--- src/design/irmfd_pkg.sv ---
// Package for the IR Manchester frame decoder.
// Holds field widths, register indexes, reset values and the decoder state type.
// No dependencies.
package irmfd_pkg;

  localparam int unsigned PRESCALE_BITS_DEF = 8;

  localparam int unsigned SILENCE_W = 10;
  localparam int unsigned SKIP_W    = 8;
  localparam int unsigned REPEAT_W  = 8;
  localparam int unsigned CMD_W     = 7;
  localparam int unsigned SHIFT_W   = 7;
  localparam int unsigned TICK_W    = 16;
  localparam int unsigned WRAP_W    = 8;

  localparam int unsigned CFG_IDX_W  = 2;
  localparam int unsigned CFG_DATA_W = 10;

  localparam logic [CFG_IDX_W-1:0] REG_SILENCE_LIMIT = 2'd0;
  localparam logic [CFG_IDX_W-1:0] REG_BIT_SKIP      = 2'd1;
  localparam logic [CFG_IDX_W-1:0] REG_REPEAT_LIMIT  = 2'd2;

  localparam logic [SILENCE_W-1:0] SILENCE_RST = 10'd49;
  localparam logic [SKIP_W-1:0]    SKIP_RST    = 8'd16;
  localparam logic [REPEAT_W-1:0]  REPEAT_RST  = 8'd8;

  localparam logic [CMD_W-1:0]  NO_COMMAND = 7'd64;
  localparam logic [TICK_W-1:0] TICK_MAX   = 16'hFFFF;
  localparam logic [WRAP_W-1:0] WRAP_MAX   = 8'hFF;

  typedef enum logic [4:0] {
    ST_HUNT_RESTART = 5'b00001,
    ST_HUNT_SILENCE = 5'b00010,
    ST_HUNT_WAIT    = 5'b00100,
    ST_FRAME_EDGE   = 5'b01000,
    ST_FRAME_SKIP   = 5'b10000
  } state_t;

endpackage

--- src/design/irmfd_in_if.sv ---
// Input channel: one sampled receiver level per request.
// Depends on nothing.
interface irmfd_in_if;
  logic valid;
  logic ready;
  logic ir_level;

  modport source (output valid, output ir_level, input ready);
  modport sink   (input valid, input ir_level, output ready);
endinterface

--- src/design/irmfd_out_if.sv ---
// Result channel: current command code and frame completion flag.
// Depends on irmfd_pkg.
interface irmfd_out_if;
  logic                          valid;
  logic                          ready;
  logic [irmfd_pkg::CMD_W-1:0]   command;
  logic                          frame_done;

  modport source (output valid, output command, output frame_done, input ready);
  modport sink   (input valid, input command, input frame_done, output ready);
endinterface

--- src/design/irmfd_cfg_if.sv ---
// Configuration write channel: register index and write data.
// Depends on irmfd_pkg.
interface irmfd_cfg_if;
  logic                              valid;
  logic                              ready;
  logic [irmfd_pkg::CFG_IDX_W-1:0]   index;
  logic [irmfd_pkg::CFG_DATA_W-1:0]  data;

  modport source (output valid, output index, output data, input ready);
  modport sink   (input valid, input index, input data, output ready);
endinterface

--- src/design/ir_manchester_frame_decoder.sv ---
// IR Manchester frame decoder top level; uses irmfd_pkg and the channel interfaces.
// Latency: a result is presented the cycle after its input request is accepted.
// Throughput: one input request per cycle; the output register frees the input
// side whenever it is empty or being taken that cycle.
// Reset: synchronous active-low rst_n clears all decoder state, loads register
// defaults (49, 16, 8) and empties the output register; no clearing pass.
module ir_manchester_frame_decoder #(
  parameter int unsigned PRESCALE_BITS = irmfd_pkg::PRESCALE_BITS_DEF
) (
  input  logic               clk,
  input  logic               rst_n,
  irmfd_in_if.sink           in_ch,
  irmfd_out_if.source        out_ch,
  irmfd_cfg_if.sink          cfg_ch
);

  logic [irmfd_pkg::SILENCE_W-1:0] silence_r;
  logic [irmfd_pkg::SKIP_W-1:0]    skip_r;
  logic [irmfd_pkg::REPEAT_W-1:0]  repeat_r;

  irmfd_pkg::state_t               state_r, state_nxt;
  logic                            prev_r, prev_nxt;
  logic [irmfd_pkg::SHIFT_W-1:0]   shift_r, shift_nxt;
  logic [irmfd_pkg::TICK_W-1:0]    tick_r, tick_nxt, tick_inc;
  logic [PRESCALE_BITS-1:0]        pre_r, pre_nxt;
  logic [irmfd_pkg::WRAP_W-1:0]    wrap_r, wrap_nxt, wrap_inc;
  logic [irmfd_pkg::CMD_W-1:0]     cmd_r, cmd_nxt;
  logic                            done_nxt;

  logic                            out_valid_r, out_valid_nxt;
  logic [irmfd_pkg::CMD_W-1:0]     out_cmd_r;
  logic                            out_done_r;

  logic accept;
  logic lvl;
  logic [irmfd_pkg::TICK_W-1:0] silence_ext, skip_ext;
  logic [irmfd_pkg::WRAP_W-1:0] repeat_ext;

  assign cfg_ch.ready = 1'b1;
  assign in_ch.ready  = !out_valid_r || out_ch.ready;
  assign accept       = in_ch.valid && in_ch.ready;
  assign lvl          = in_ch.ir_level;

  assign out_ch.valid      = out_valid_r;
  assign out_ch.command    = out_cmd_r;
  assign out_ch.frame_done = out_done_r;

  assign silence_ext = irmfd_pkg::TICK_W'(silence_r);
  assign skip_ext    = irmfd_pkg::TICK_W'(skip_r);
  assign repeat_ext  = irmfd_pkg::WRAP_W'(repeat_r);

  always_comb begin
    tick_inc = (tick_r != irmfd_pkg::TICK_MAX) ? tick_r + 1'b1 : tick_r;
    pre_nxt  = pre_r + 1'b1;
    wrap_inc = (pre_nxt == '0 && wrap_r != irmfd_pkg::WRAP_MAX) ? wrap_r + 1'b1 : wrap_r;

    state_nxt = state_r;
    prev_nxt  = prev_r;
    shift_nxt = shift_r;
    tick_nxt  = tick_inc;
    wrap_nxt  = wrap_inc;
    cmd_nxt   = cmd_r;
    done_nxt  = 1'b0;

    case (state_r)
      irmfd_pkg::ST_HUNT_SILENCE: begin
        if (lvl == prev_r) begin
          if (tick_inc > silence_ext) begin
            state_nxt = irmfd_pkg::ST_HUNT_WAIT;
            wrap_nxt  = '0;
          end
        end else begin
          state_nxt = irmfd_pkg::ST_HUNT_RESTART;
        end
      end
      irmfd_pkg::ST_HUNT_WAIT: begin
        if (lvl != prev_r) begin
          state_nxt = irmfd_pkg::ST_FRAME_SKIP;
          tick_nxt  = '0;
          shift_nxt = '0;
        end else if (wrap_inc > repeat_ext) begin
          cmd_nxt = irmfd_pkg::NO_COMMAND;
        end
      end
      irmfd_pkg::ST_FRAME_SKIP: begin
        if (tick_inc > skip_ext) begin
          state_nxt = irmfd_pkg::ST_FRAME_EDGE;
          prev_nxt  = lvl;
          shift_nxt = {shift_r[irmfd_pkg::SHIFT_W-2:0], lvl};
        end
      end
      irmfd_pkg::ST_FRAME_EDGE: begin
        if (lvl != prev_r) begin
          prev_nxt  = lvl;
          state_nxt = irmfd_pkg::ST_FRAME_SKIP;
          tick_nxt  = '0;
        end else if (tick_inc > silence_ext) begin
          cmd_nxt   = {1'b0, ~shift_r[irmfd_pkg::SHIFT_W-1:1]};
          done_nxt  = 1'b1;
          state_nxt = irmfd_pkg::ST_HUNT_RESTART;
        end
      end
      default: begin
        tick_nxt  = '0;
        state_nxt = irmfd_pkg::ST_HUNT_SILENCE;
        prev_nxt  = lvl;
      end
    endcase
  end

  always_comb begin
    if (accept) begin
      out_valid_nxt = 1'b1;
    end else if (out_ch.ready) begin
      out_valid_nxt = 1'b0;
    end else begin
      out_valid_nxt = out_valid_r;
    end
  end

  always_ff @(posedge clk) begin
    if (!rst_n) begin
      silence_r <= irmfd_pkg::SILENCE_RST;
      skip_r    <= irmfd_pkg::SKIP_RST;
      repeat_r  <= irmfd_pkg::REPEAT_RST;
    end else if (cfg_ch.valid) begin
      case (cfg_ch.index)
        irmfd_pkg::REG_SILENCE_LIMIT: silence_r <= cfg_ch.data;
        irmfd_pkg::REG_BIT_SKIP:      skip_r    <= cfg_ch.data[irmfd_pkg::SKIP_W-1:0];
        irmfd_pkg::REG_REPEAT_LIMIT:  repeat_r  <= cfg_ch.data[irmfd_pkg::REPEAT_W-1:0];
        default: ;
      endcase
    end
  end

  always_ff @(posedge clk) begin
    if (!rst_n) begin
      state_r     <= irmfd_pkg::ST_HUNT_RESTART;
      prev_r      <= 1'b0;
      shift_r     <= '0;
      tick_r      <= '0;
      pre_r       <= '0;
      wrap_r      <= '0;
      cmd_r       <= '0;
      out_valid_r <= 1'b0;
    end else begin
      out_valid_r <= out_valid_nxt;
      if (accept) begin
        state_r <= state_nxt;
        prev_r  <= prev_nxt;
        shift_r <= shift_nxt;
        tick_r  <= tick_nxt;
        pre_r   <= pre_nxt;
        wrap_r  <= wrap_nxt;
        cmd_r   <= cmd_nxt;
      end
    end
  end

  always_ff @(posedge clk) begin
    if (accept) begin
      out_cmd_r  <= cmd_nxt;
      out_done_r <= done_nxt;
    end
  end

endmodule

--- src/flat_wrapper.sv ---
// flat-port wrapper written by rule: the top's interface ports become plain ports
module ir_manchester_frame_decoder_flat 
#(
  parameter int unsigned PRESCALE_BITS = irmfd_pkg::PRESCALE_BITS_DEF
)
  (clk, rst_n, in_ch_valid, in_ch_ir_level, in_ch_ready, out_ch_valid, out_ch_command, out_ch_frame_done, out_ch_ready, cfg_ch_valid, cfg_ch_index, cfg_ch_data, cfg_ch_ready);
  irmfd_in_if in_ch_i ();
  irmfd_out_if out_ch_i ();
  irmfd_cfg_if cfg_ch_i ();
  input  logic clk;
  input  logic rst_n;
  input wire logic [$bits(in_ch_i.valid)-1:0] in_ch_valid;
  input wire logic [$bits(in_ch_i.ir_level)-1:0] in_ch_ir_level;
  output wire logic [$bits(in_ch_i.ready)-1:0] in_ch_ready;
  output wire logic [$bits(out_ch_i.valid)-1:0] out_ch_valid;
  output wire logic [$bits(out_ch_i.command)-1:0] out_ch_command;
  output wire logic [$bits(out_ch_i.frame_done)-1:0] out_ch_frame_done;
  input wire logic [$bits(out_ch_i.ready)-1:0] out_ch_ready;
  input wire logic [$bits(cfg_ch_i.valid)-1:0] cfg_ch_valid;
  input wire logic [$bits(cfg_ch_i.index)-1:0] cfg_ch_index;
  input wire logic [$bits(cfg_ch_i.data)-1:0] cfg_ch_data;
  output wire logic [$bits(cfg_ch_i.ready)-1:0] cfg_ch_ready;
  assign in_ch_i.valid = in_ch_valid;
  assign in_ch_i.ir_level = in_ch_ir_level;
  assign in_ch_ready = in_ch_i.ready;
  assign out_ch_valid = out_ch_i.valid;
  assign out_ch_command = out_ch_i.command;
  assign out_ch_frame_done = out_ch_i.frame_done;
  assign out_ch_i.ready = out_ch_ready;
  assign cfg_ch_i.valid = cfg_ch_valid;
  assign cfg_ch_i.index = cfg_ch_index;
  assign cfg_ch_i.data = cfg_ch_data;
  assign cfg_ch_ready = cfg_ch_i.ready;
  ir_manchester_frame_decoder #(.PRESCALE_BITS(PRESCALE_BITS)) u_core (.clk(clk), .rst_n(rst_n), .in_ch(in_ch_i), .out_ch(out_ch_i), .cfg_ch(cfg_ch_i));
endmodule
--- config.mk ---
export PLATFORM = sky130hd
export DESIGN_NAME = ir_manchester_frame_decoder_flat
export DESIGN_NICKNAME = d
export VERILOG_FILES = /design/src/design/irmfd_pkg.sv /design/src/design/irmfd_in_if.sv /design/src/design/irmfd_out_if.sv /design/src/design/irmfd_cfg_if.sv /design/src/design/ir_manchester_frame_decoder.sv /design/src/flat_wrapper.sv
export SDC_FILE = /design/constraint.sdc
export NUM_CORES = 1
export LEC_CHECK = 0
export BUFFER_PORTS_ARGS = -buffer_cell sky130_fd_sc_hd__buf_2
export CAP_MARGIN = 10
export CORE_ASPECT_RATIO = 0.6
export CORE_MARGIN = 3
export CORE_UTILIZATION = 30
export CTS_CLUSTER_DIAMETER = 50
export DETAILED_ROUTE_END_ITERATION = 7
export GPL_ROUTABILITY_DRIVEN = 0
export PLACE_DENSITY_LB_ADDON = 0.08
export SLEW_MARGIN = 10
export SYNTH_ARGS = -nofsm -noshare
export SYNTH_HDL_FRONTEND = slang
export SYNTH_SLANG_ARGS = --single-unit
export TNS_END_PERCENT = 50
--- constraint.sdc ---
create_clock -name clk -period 4.7 [get_ports clk]
set_clock_uncertainty 0.15 [all_clocks]
set_input_delay 1.41 -clock clk [delete_from_list [all_inputs] [get_ports clk]]
set_output_delay 1.41 -clock clk [all_outputs]
set_load 0.01 [all_outputs]
; ---- Word-level counts from Yosys, hierarchy flattened
; Index checks and enable logic that the tools add are counted.
[word_totals]
reg_bits = 87
input_bits = 18
word_cells = 83
[classes]
add_sub_neg = 3
order_cmp = 3
n_eq_ne = 15
mux = 28
n_bitwise = 3
n_reduce_logical = 18
[ops]
columns = op, count
row1 = $mux W7, 6
row2 = $mux W16, 2
row3 = $mux W8, 4
row4 = $pmux W16 S2, 1
row5 = $mux W5, 6
row6 = $pmux W7 S2, 2
row7 = $pmux W5 S4, 1
row8 = $add A16 B1 Y16 const B, 1
row9 = $add A8 B1 Y8 const B, 2
row10 = $gt A16 B10 Y1, 1
row11 = $gt A16 B8 Y1, 1
row12 = $ne A16 B16 Y1 const B, 1
row13 = $gt A8 B8 Y1, 1
row14 = $logic_not A8 Y1, 1
row15 = $ne A8 B8 Y1 const B, 1
row16 = $reduce_and A4 Y1, 2
row17 = $reduce_or A2 Y1, 4
row18 = $ne A2 B1 Y1 const B, 3
row19 = $not A6 Y6, 1
row20 = $reduce_and A2 Y1, 3
row21 = $eq A5 B2 Y1 const B, 1
row22 = $eq A5 B3 Y1 const B, 1
row23 = $eq A5 B4 Y1 const B, 1
row24 = $eq A5 B5 Y1 const B, 1
row25 = other kinds (15), 22

; ---- Logic depth before layout (Yosys ltp)
; Gate-level depths: netlist of run 1.
[depth]
word_depth = 8
ltp_mapped = 15
mapped_depth_nobuf = 15

; ---- Least setup slack after synthesis of run 1
; OpenSTA, ideal clock, no wires.
[synth_timing]
kind = register to register
startpoint = register u_core.tick_r[0] (netlist bit)
endpoint = register u_core.shift_r[1] (netlist bit)
arrival_ns = 3.795
slack_ns = 0.676
stages_incl_launch_ff = 16
path_buffers = 1
synth_period_minus_slack_ns = 4.024
cell_sequence = dfxtp_1 > ha_1 > nand3_1 > nor4_1 > nor2_1 > and3_1 > xor2_1 > ha_1 > a211oi_1 > nor2_1 > o22a_1 > or4_1 > or4_4 > and3_1 > buf_6 > o22ai_1
[synth_between]
elab_chain_cells = 5
elab_cells_between_ends = 6
[synth_rtl]
columns = item, line_no
row1 = from (decl), ir_manchester_frame_decoder.sv:24  ; logic [irmfd_pkg::TICK_W-1:0] tick_r, tick_nxt, tick_inc;
row2 = from (signal assigned), ir_manchester_frame_decoder.sv:152  ; tick_r <= tick_nxt;
row3 = $add A16 B1 Y16 or $ne A16 B16 Y1 (tied branches), ir_manchester_frame_decoder.sv:53  ; tick_inc = (tick_r != irmfd_pkg::TICK_MAX) ? tick_r + 1'b1 : tick_r;
row4 = $mux W16 (*), ir_manchester_frame_decoder.sv:53
row5 = $gt A16 B8 Y1 (*), ir_manchester_frame_decoder.sv:86  ; if (tick_inc > skip_ext) begin
row6 = $ne A2 B1 Y1 (no source line) (*), n/a
row7 = $reduce_and A4 Y1 (no source line) (*), n/a
row8 = to (signal assigned), ir_manchester_frame_decoder.sv:151  ; shift_r <= shift_nxt;
row9 = to (decl), ir_manchester_frame_decoder.sv:23  ; logic [irmfd_pkg::SHIFT_W-1:0] shift_r, shift_nxt;
; Mark *: on every way between the ends. The rest lies on a longest branch, timed or not.
; A chain may end at the register's enable or synchronous reset.

; ---- Final worst setup path of run 1
[layout_timing]
startpoint = register u_core.tick_r[0] (netlist bit)
endpoint = register u_core.shift_r[3] (netlist bit)
; Same word-level chain as after synthesis.

==> flow_summary_export.csv, run 1 <==
group,metric,value,unit
yosys,netlist.top_cell.by_area,"sky130_fd_sc_hd__dfxtp_1",
routing,drtAntennaViolNets,0,
yosys,synth_top_flop_cell,"sky130_fd_sc_hd__dfxtp_1",
cts,clock_latency,340,ps
routing,detail_routed_net_length_per_standard_cell,15.0,um
die,standard_cell_core_area,0.0149,mm^2
cts,ctsHoldBuffers,0,
setup_path,crit_path_end_kind,"register",
yosys,avg_cell_area_syn,8.38,um^2
yosys,yosysUniqueCellTypes,59,
sta,maxSlewHeadroom,48.0,%
placed_design,detailedPlacementHpwl,8660,um
hold_path,hold_path.startpoint,"u_core.silence_r[2]",
placed_design,place_worst_setup_slack,527,ps
cells_and_area,layout.cells.non_filler,784,
grt,initial_antenna_violation_count,0,
sta,worst-slew-pin-transition,775,ps
setup_path,timing.critical_path.slowest_cell_delay,450,ps
yosys,total_standard_cell_area_after_synthesis,0.00469,mm^2
placed_design,port_buffers,27,
setup_path,crit_required,4810,ps
grt,gr-total-overflow,0,
cts,cts_inserted_buffers,9,
setup_path,critPathMaxFanout,7,
yosys,synthesized_instance_count,560,
yosys,yosys-top-cells-area,"sky130_fd_sc_hd__dfxtp_1 34%, sky130_fd_sc_hd__ha_1 8.0%, sky130_fd_sc_hd__nand2_1 6.0%",
cells_and_area,antenna_cells_inserted,0,
sta,final_report_setup_violation_count,0,
grt,grt_pass1_wl,19400,um
setup_path,worst_setup_path_startpoint,"u_core.tick_r[0]",
setup_path,crit_path_cell_chain,"ha_1 > nand3_1 > nor4_1 > buf_4 > nor2_1 > and3_1 > xor2_1 > ha_1 > a211oi_1 > nor2_1 > o22a_1 > or4_1 > or4_4 > and3_1 > o22ai_1",
routing,detailroute.via_count,3976,
setup_path,path_length_in_cells_of_the_critical_path,15,
sta,maxSlewViolCount,0,
job,drv.max_cap_violation_count,0,
setup_path,regToRegSetupSlack,490,ps
sta,fmaxAchievable,0.237,GHz
yosys,synth_enable_flop_cells,8,
grt,grt_util_all_layers,14.0,%
yosys,yosysMostFrequentCell,"sky130_fd_sc_hd__dfxtp_1",
yosys,synth-seq-cells,87,
die,floorplan.initialDensity,31.5,%
placed_design,placed_cells_incl_taps,768,
hold_path,class_of_the_most_critical_hold_timing_path,"reg2reg",
cells_and_area,final_core_util,35.9,%
cts,cts_num_sinks,87,
run_status,result_of_the_run,"finished, final reports clean",
cts,post_cts_buffers,0,
cts,cts_max_level,3,
die,io-pin-count,29,
pwr,power.ir.vdd_worst,0.000137,V
pwr,combPwrFrac,6.9,%
cts,max_root_sink_buffers,2,
cts,root_buffer,"sky130_fd_sc_hd__clkbuf_16",
yosys,synth-async-reset-ratio,0,%
routing,viasPerCell,5.07,
setup_path,critical_path.startpoint_type,"register",
setup_path,crit_buf_inv,1,
setup_path,reg2regPathDepth,15,
sta,min_period,4210,ps
setup_path,cpMaxStageDelayCell,"sky130_fd_sc_hd__dfxtp_1",
routing,dr.first_iter.drc_count,314,
pwr,p_per_area,307,mW/mm^2
yosys,synth_top_area_share,33.7,%
sta,timing.final.hold_violations,0,
die,std_cell_rows,34,
cts,postCtsResizedCells,0,
routing,routedLengthMet1,6760,um
yosys,commonest_cells_in_the_synthesized_netlist,"79 x sky130_fd_sc_hd__dfxtp_1, 75 x sky130_fd_sc_hd__nand2_1, 65 x sky130_fd_sc_hd__nor2_1",
routing,dr_wl_met3,357,um
setup_path,crit-reg2reg-launch,"u_core.tick_r[0]",
pwr,power.leakage,0.00214,uW
die,die_h,103,um
routing,post-route-drc-count,0,
grt,grt_max_degree,32,
cells_and_area,post_route_cells_drive_above_1_share,10.6,%
pwr,total_switching_power,414,uW
yosys,mappedNetlistNets,608,
pwr,power.share.switching,25.2,%
pwr,clock_power_share,45.9,%
die,floorplan.die.width,167,um
setup_path,critical_path_class,"reg2reg",
cells_and_area,area_delta_synth_final,13.9,%
cts,clk_transition_reported_paths,70,ps
routing,met2WireLength,4570,um
grt,number_of_global_route_vias_before_repair,3651,
pwr,power.sequential.fraction,47.1,%
yosys,synth.yosys.seq_area_share,38.8,%
setup_path,regToRegEndpoint,"u_core.shift_r[3]",
routing,wl,11800,um
routing,highest-signal-layer,"met4",
cts,cts_tree,"yes",
cells_and_area,design.final.nets,629,
sta,grt_setup_unrepaired,"false",
die,floorplan.die_area,0.0172,mm^2
yosys,synthesis.yosys.warnings,0,
setup_path,cp.arrival,4320,ps
sta,final_critical_path_setup_slack,488,ps
routing,drt_pre_antenna_iters,5,
sta,fin_crit_sh,89.6,%
sta,final.setup.tns,0,ps
setup_path,worst_setup_path_endpoint,"u_core.shift_r[3]",
pwr,internal_power,1230,uW
setup_path,cp_top_family,"simple AND/OR/NAND/NOR gates",
## cells by family after synthesis
| logic type | after synthesis | share of synthesized area [%] |
|---|---|---|
| flip-flops | 87 | 38.8 |
| AO/OA/AOI/OAI | 105 | 14.7 |
| buffers and inverters | 56 | 4.74 |
| adder cells (fa/ha/maj) | 30 | 8.00 |
| multiplexers | 25 | 5.38 |
| other | 1 | 0.0799 |
| XOR/XNOR | 28 | 5.22 |
| AND/OR/NAND/NOR | 228 | 23.1 |
## layer usage
layer | track usage, % | vias up
met5 | 0 | -
met4 | 2.26 | 0
met3 | 3.30 | 8
met2 | 19.5 | 64
met1 | 22.1 | 1883
li1 | - | 2021
## registers in the layout, summed over array words and instances (netlist names)
name                      flops
u_core.cmd_r                  7
u_core.out_ch.command         7
u_core.out_ch.frame_done      1
u_core.out_ch.valid           1
u_core.pre_r                  8
u_core.prev_r                 1
u_core.repeat_ext             8
u_core.shift_r                7
u_core.silence_r             10
u_core.skip_r                 8
u_core.state_r                5
u_core.tick_r                16
u_core.wrap_r                 8
## power by group through the flow
| stage | Clock, uW | Sequential [uW] | Combinational (uW) |
|---|---|---|---|
| detailed placement | 0 | 792 | 114 |
| floorplan | 0 | 791 | 74.2 |
| global placement | 0 | 792 | 114 |
| global route | 817 | 777 | 129 |
| CTS | 783 | 775 | 115 |
| finish | 755 | 775 | 114 |
## metrics by stage
stage | area, um^2 | hold WS (ps) | power, uW
6_report | 5350 | 308 | 1640
5_1_grt | 5350 | 335 | 1720
4_1_cts | 5350 | 312 | 1670
3_5_place_dp | 5030 | 302 | 906
3_3_place_gp | 5030 | 299 | 906
2_1_floorplan | 4690 | 286 | 865
## worst min-delay path by stage
stage | end | slack, ps | depth (start not counted)
2_1_floorplan | u_core.silence_r[1] | 290 | 2
3_3_place_gp | u_core.silence_r[2] | 300 | 2
3_5_place_dp | u_core.silence_r[9] | 300 | 2
4_1_cts | u_core.silence_r[9] | 310 | 2
5_1_grt | u_core.silence_r[7] | 340 | 2
6_report | u_core.silence_r[2] | 310 | 2
## cells in the final DEF, fill, tap and decap left out, drive strengths merged, types with 2 or more instances in the layout
cell type,netlist,final
o22a,2,2
edfxtp,8,8
o211ai,5,5
nand2,75,75
o31ai,3,3
o21ai,21,21
nand4,18,18
nor4,5,5
o21a,4,4
and2,3,3
a211oi,4,4
buf,4,36
mux2i,23,23
nand3,19,19
o22ai,8,8
a31oi,2,2
o32ai,7,7
mux2,2,2
nor2,65,65
nor3,9,9
a22oi,6,6
or3,2,2
and4,4,4
xor2,14,14
xnor2,14,14
inv,29,32
or2,3,3
a21o,3,3
dfxtp,79,79
a21oi,31,31
clkinv,1,3
nand3b,4,4
or4,3,3
nor2b,4,4
ha,30,30
nand2b,4,4
nor3b,2,2
clkbuf,22,9
and3,6,6
## worst reg2reg max path, cell delays in order (launching register included)
cell,delay (ps)
sky130_fd_sc_hd__dfxtp_1,450
sky130_fd_sc_hd__ha_1,260
sky130_fd_sc_hd__nand3_1,160
sky130_fd_sc_hd__nor4_1,270
sky130_fd_sc_hd__buf_4,190
sky130_fd_sc_hd__nor2_1,60
sky130_fd_sc_hd__and3_1,190
sky130_fd_sc_hd__xor2_1,240
sky130_fd_sc_hd__ha_1,310
sky130_fd_sc_hd__a211oi_1,260
sky130_fd_sc_hd__nor2_1,90
sky130_fd_sc_hd__o22a_1,180
sky130_fd_sc_hd__or4_1,420
sky130_fd_sc_hd__or4_4,440
sky130_fd_sc_hd__and3_1,280
sky130_fd_sc_hd__o22ai_1,200
## layout make-up
class / instances / area [um^2]
Inverter: 30 / 113
Tap cell: 198 / 248
Timing Repair Buffer: 36 / 203
Clock buffer: 9 / 225
Multi-Input combinational cell: 417 / 2650
Sequential cell: 87 / 1820
Clock inverter: 7 / 86.3
Fill cell: 1564 / 9540
Power figures use the tool's default switching activity.
==> run 2, diff against run 1 <==
--- a/config.mk
+++ b/config.mk
@@ -8,7 +8,7 @@
 export BUFFER_PORTS_ARGS = -buffer_cell sky130_fd_sc_hd__buf_2
 export CAP_MARGIN = 10
 export CORE_ASPECT_RATIO = 0.6
-export CORE_MARGIN = 3
+export CORE_MARGIN = 2
 export CORE_UTILIZATION = 30
 export CTS_CLUSTER_DIAMETER = 50
 export DETAILED_ROUTE_END_ITERATION = 7
==> run 2 against run 1 <==
Against the previous run: wire length down 0.91%; combinational power about the same; via count is 0.68% higher; sequential cell count did not move; final cell count grew 0.38%; first-iteration DRC count down 30%; largest cell class unchanged; register-to-register slack improved by 20 ps; largest power group is now clock.
==> flow_summary_export.csv, run 2 (same netlist as run 1, synthesis figures left out) <==
group,metric,value,unit
run_status,result_of_the_run,"finished, final reports clean",
sta,worst-slew-pin-transition,746,ps
placed_design,post_dp_cell_area,0.00503,mm^2
die,die_h,101,um
routing,dr.first_iter.drc_count,221,
cells_and_area,final.fill_count,1605,
die,floorplan.die_area,0.0167,mm^2
setup_path,crit_required,4750,ps
cells_and_area,design.final.nets,627,
job,drv.max_cap_violation_count,0,
cts,cts_tree,"yes",
cts,max_root_sink_buffers,2,
cts,clock_latency,340,ps
cells_and_area,ff_latch_area,0.00182,mm^2
die,floorplan.initialDensity,30.6,%
setup_path,critPathMaxFanout,16,
sta,final_report_setup_violation_count,0,
cells_and_area,finish.instance_area,0.00536,mm^2
sta,fmaxAchievable,0.239,GHz
routing,detailroute.via_count,4003,
cells_and_area,leading_cell_type_in_the_layout_fill_and_taps_excluded,"sky130_fd_sc_hd__dfxtp_1",
grt,gr-total-overflow,0,
pwr,p_per_area,316,mW/mm^2
sta,min_period,4190,ps
sta,maxSlewHeadroom,49.9,%
setup_path,critical_path_class,"reg2reg",
cells_and_area,post_route_cells_drive_above_1_share,10.1,%
setup_path,timing.critical_path.slowest_cell_delay,480,ps
sta,maxSlewViolCount,0,
setup_path,cp.arrival,4240,ps
die,floorplan.die.width,165,um
sta,final.setup.tns,0,ps
die,io-pin-count,29,
setup_path,crit_path_cell_chain,"nand4_2 > nor4_1 > buf_4 > nor2_1 > and4_1 > xor2_1 > ha_1 > nand4_1 > o32ai_1 > a21oi_1 > o31ai_1 > buf_4 > or2_0 > o32ai_1",
cells_and_area,antenna_cells_inserted,0,
die,std_cell_rows,35,
routing,post-route-drc-count,0,
routing,viasPerCell,5.09,
grt,grt_util_all_layers,15.0,%
setup_path,cp_top_family,"simple AND/OR/NAND/NOR gates",
cells_and_area,multi_input_area,0.00265,mm^2
cells_and_area,final_core_util,34.9,%
cts,root_buffer,"sky130_fd_sc_hd__clkbuf_16",
sta,fin_crit_sh,89.1,%
setup_path,cpMaxStageDelayCell,"sky130_fd_sc_hd__dfxtp_1",
pwr,power.leakage,0.00215,uW
pwr,power.ir.vdd_worst,0.000199,V
setup_path,crit_buf_inv,2,
cells_and_area,largest_register_ffs,16,
grt,number_of_global_route_vias_before_repair,3849,
sta,timing.final.hold_violations,0,
grt,initial_antenna_violation_count,0,
routing,detail_routed_net_length_per_standard_cell,14.8,um
cts,cts_num_sinks,87,
cts,postCtsResizedCells,0,
cells_and_area,area_delta_synth_final,14.1,%
placed_design,port_buffers,27,
cells_and_area,regMostFlops,"u_core.tick_r",
cts,cts_inserted_buffers,9,
routing,drtAntennaViolNets,0,
cells_and_area,biggestRegsByFlops,"u_core.tick_r x16, u_core.silence_r x10",
sta,grt_setup_unrepaired,"false",
setup_path,critical_path.startpoint_type,"register",
cts,cts_max_level,3,
die,standard_cell_core_area,0.0153,mm^2
cells_and_area,layout.cells.most_common_list,"79 x sky130_fd_sc_hd__dfxtp_1, 75 x sky130_fd_sc_hd__nand2_1, 65 x sky130_fd_sc_hd__nor2_1, 31 x sky130_fd_sc_hd__a21oi_1, 30 x sky130_fd_sc_hd__ha_1",
cts,clk_transition_reported_paths,70,ps
grt,grt_pass1_wl,19700,um
cts,post_cts_buffers,0,
grt,grt_max_degree,42,
hold_path,class_of_the_most_critical_hold_timing_path,"reg2reg",
setup_path,crit_path_end_kind,"register",
placed_design,detailedPlacementHpwl,8550,um
cts,ctsHoldBuffers,0,
routing,wl,11700,um
routing,drt_pre_antenna_iters,4,
run 2: cell types whose count changed in the layout (fill, tap and decap cells not counted):
cell,change
sky130_fd_sc_hd__buf_4,-2
sky130_fd_sc_hd__bufinv_16,+1
sky130_fd_sc_hd__clkinv_1,+1
sky130_fd_sc_hd__clkinvlp_4,-1
sky130_fd_sc_hd__inv_6,-1
run 2: layout make-up:
cell class	instances	share of cell area (%)
Multi-Input combinational cell	417	49.5
Sequential cell	87	34.0
Tap cell	203	4.74
Clock buffer	9	4.21
Timing Repair Buffer	34	3.50
Inverter	30	2.10
Clock inverter	7	1.94
run 2: per-stage QoR:
| step | power (uW) | cells | worst slack (ps) | hold WS, ps |
|---|---|---|---|---|
| 5_1_grt | 1760 | 787 | 36.4 | 335 |
| 4_1_cts | 1710 | 787 | 499 | 309 |
| 3_5_place_dp | 906 | 771 | 494 | 300 |
| 3_3_place_gp | 905 | 771 | 534 | 296 |
| 6_report | 1690 | 787 | 511 | 306 |
| 2_1_floorplan | 865 | 560 | 676 | 286 |
run 2: where the power goes:
part,leakage [uW],internal [uW],switching [uW]
clock network,0.000161,475,327
registers,0.000721,764,10.8
logic,0.00126,40.3,73.8
run 2: worst min-delay path: stages, from the launching register on:
cell and delay (ps):
sky130_fd_sc_hd__dfxtp_1 310, sky130_fd_sc_hd__nand2_1 50, sky130_fd_sc_hd__a21oi_1 50
run 2: path summary, 6_finish.rpt:
check                                         start                   to  slack [ps]  cells past startpoint
worst max-delay path               u_core.tick_r[3]      u_core.cmd_r[3]         510                     14
worst min-delay path            u_core.silence_r[8]  u_core.silence_r[8]         310                      2
worst max register to register     u_core.tick_r[3]      u_core.cmd_r[3]         510                     14
worst min register to register  u_core.silence_r[8]  u_core.silence_r[8]         310                      2
run 2: per-layer routing:
layer | track usage, % | up-vias | part of all wire, %
met2 | 21.4 | 68 | 40
met4 | 3.38 | 0 | 0.96
met3 | 3.74 | 9 | 4.7
met5 | 0 | - | 0
met1 | 22.6 | 1900 | 54
li1 | - | 2026 | -
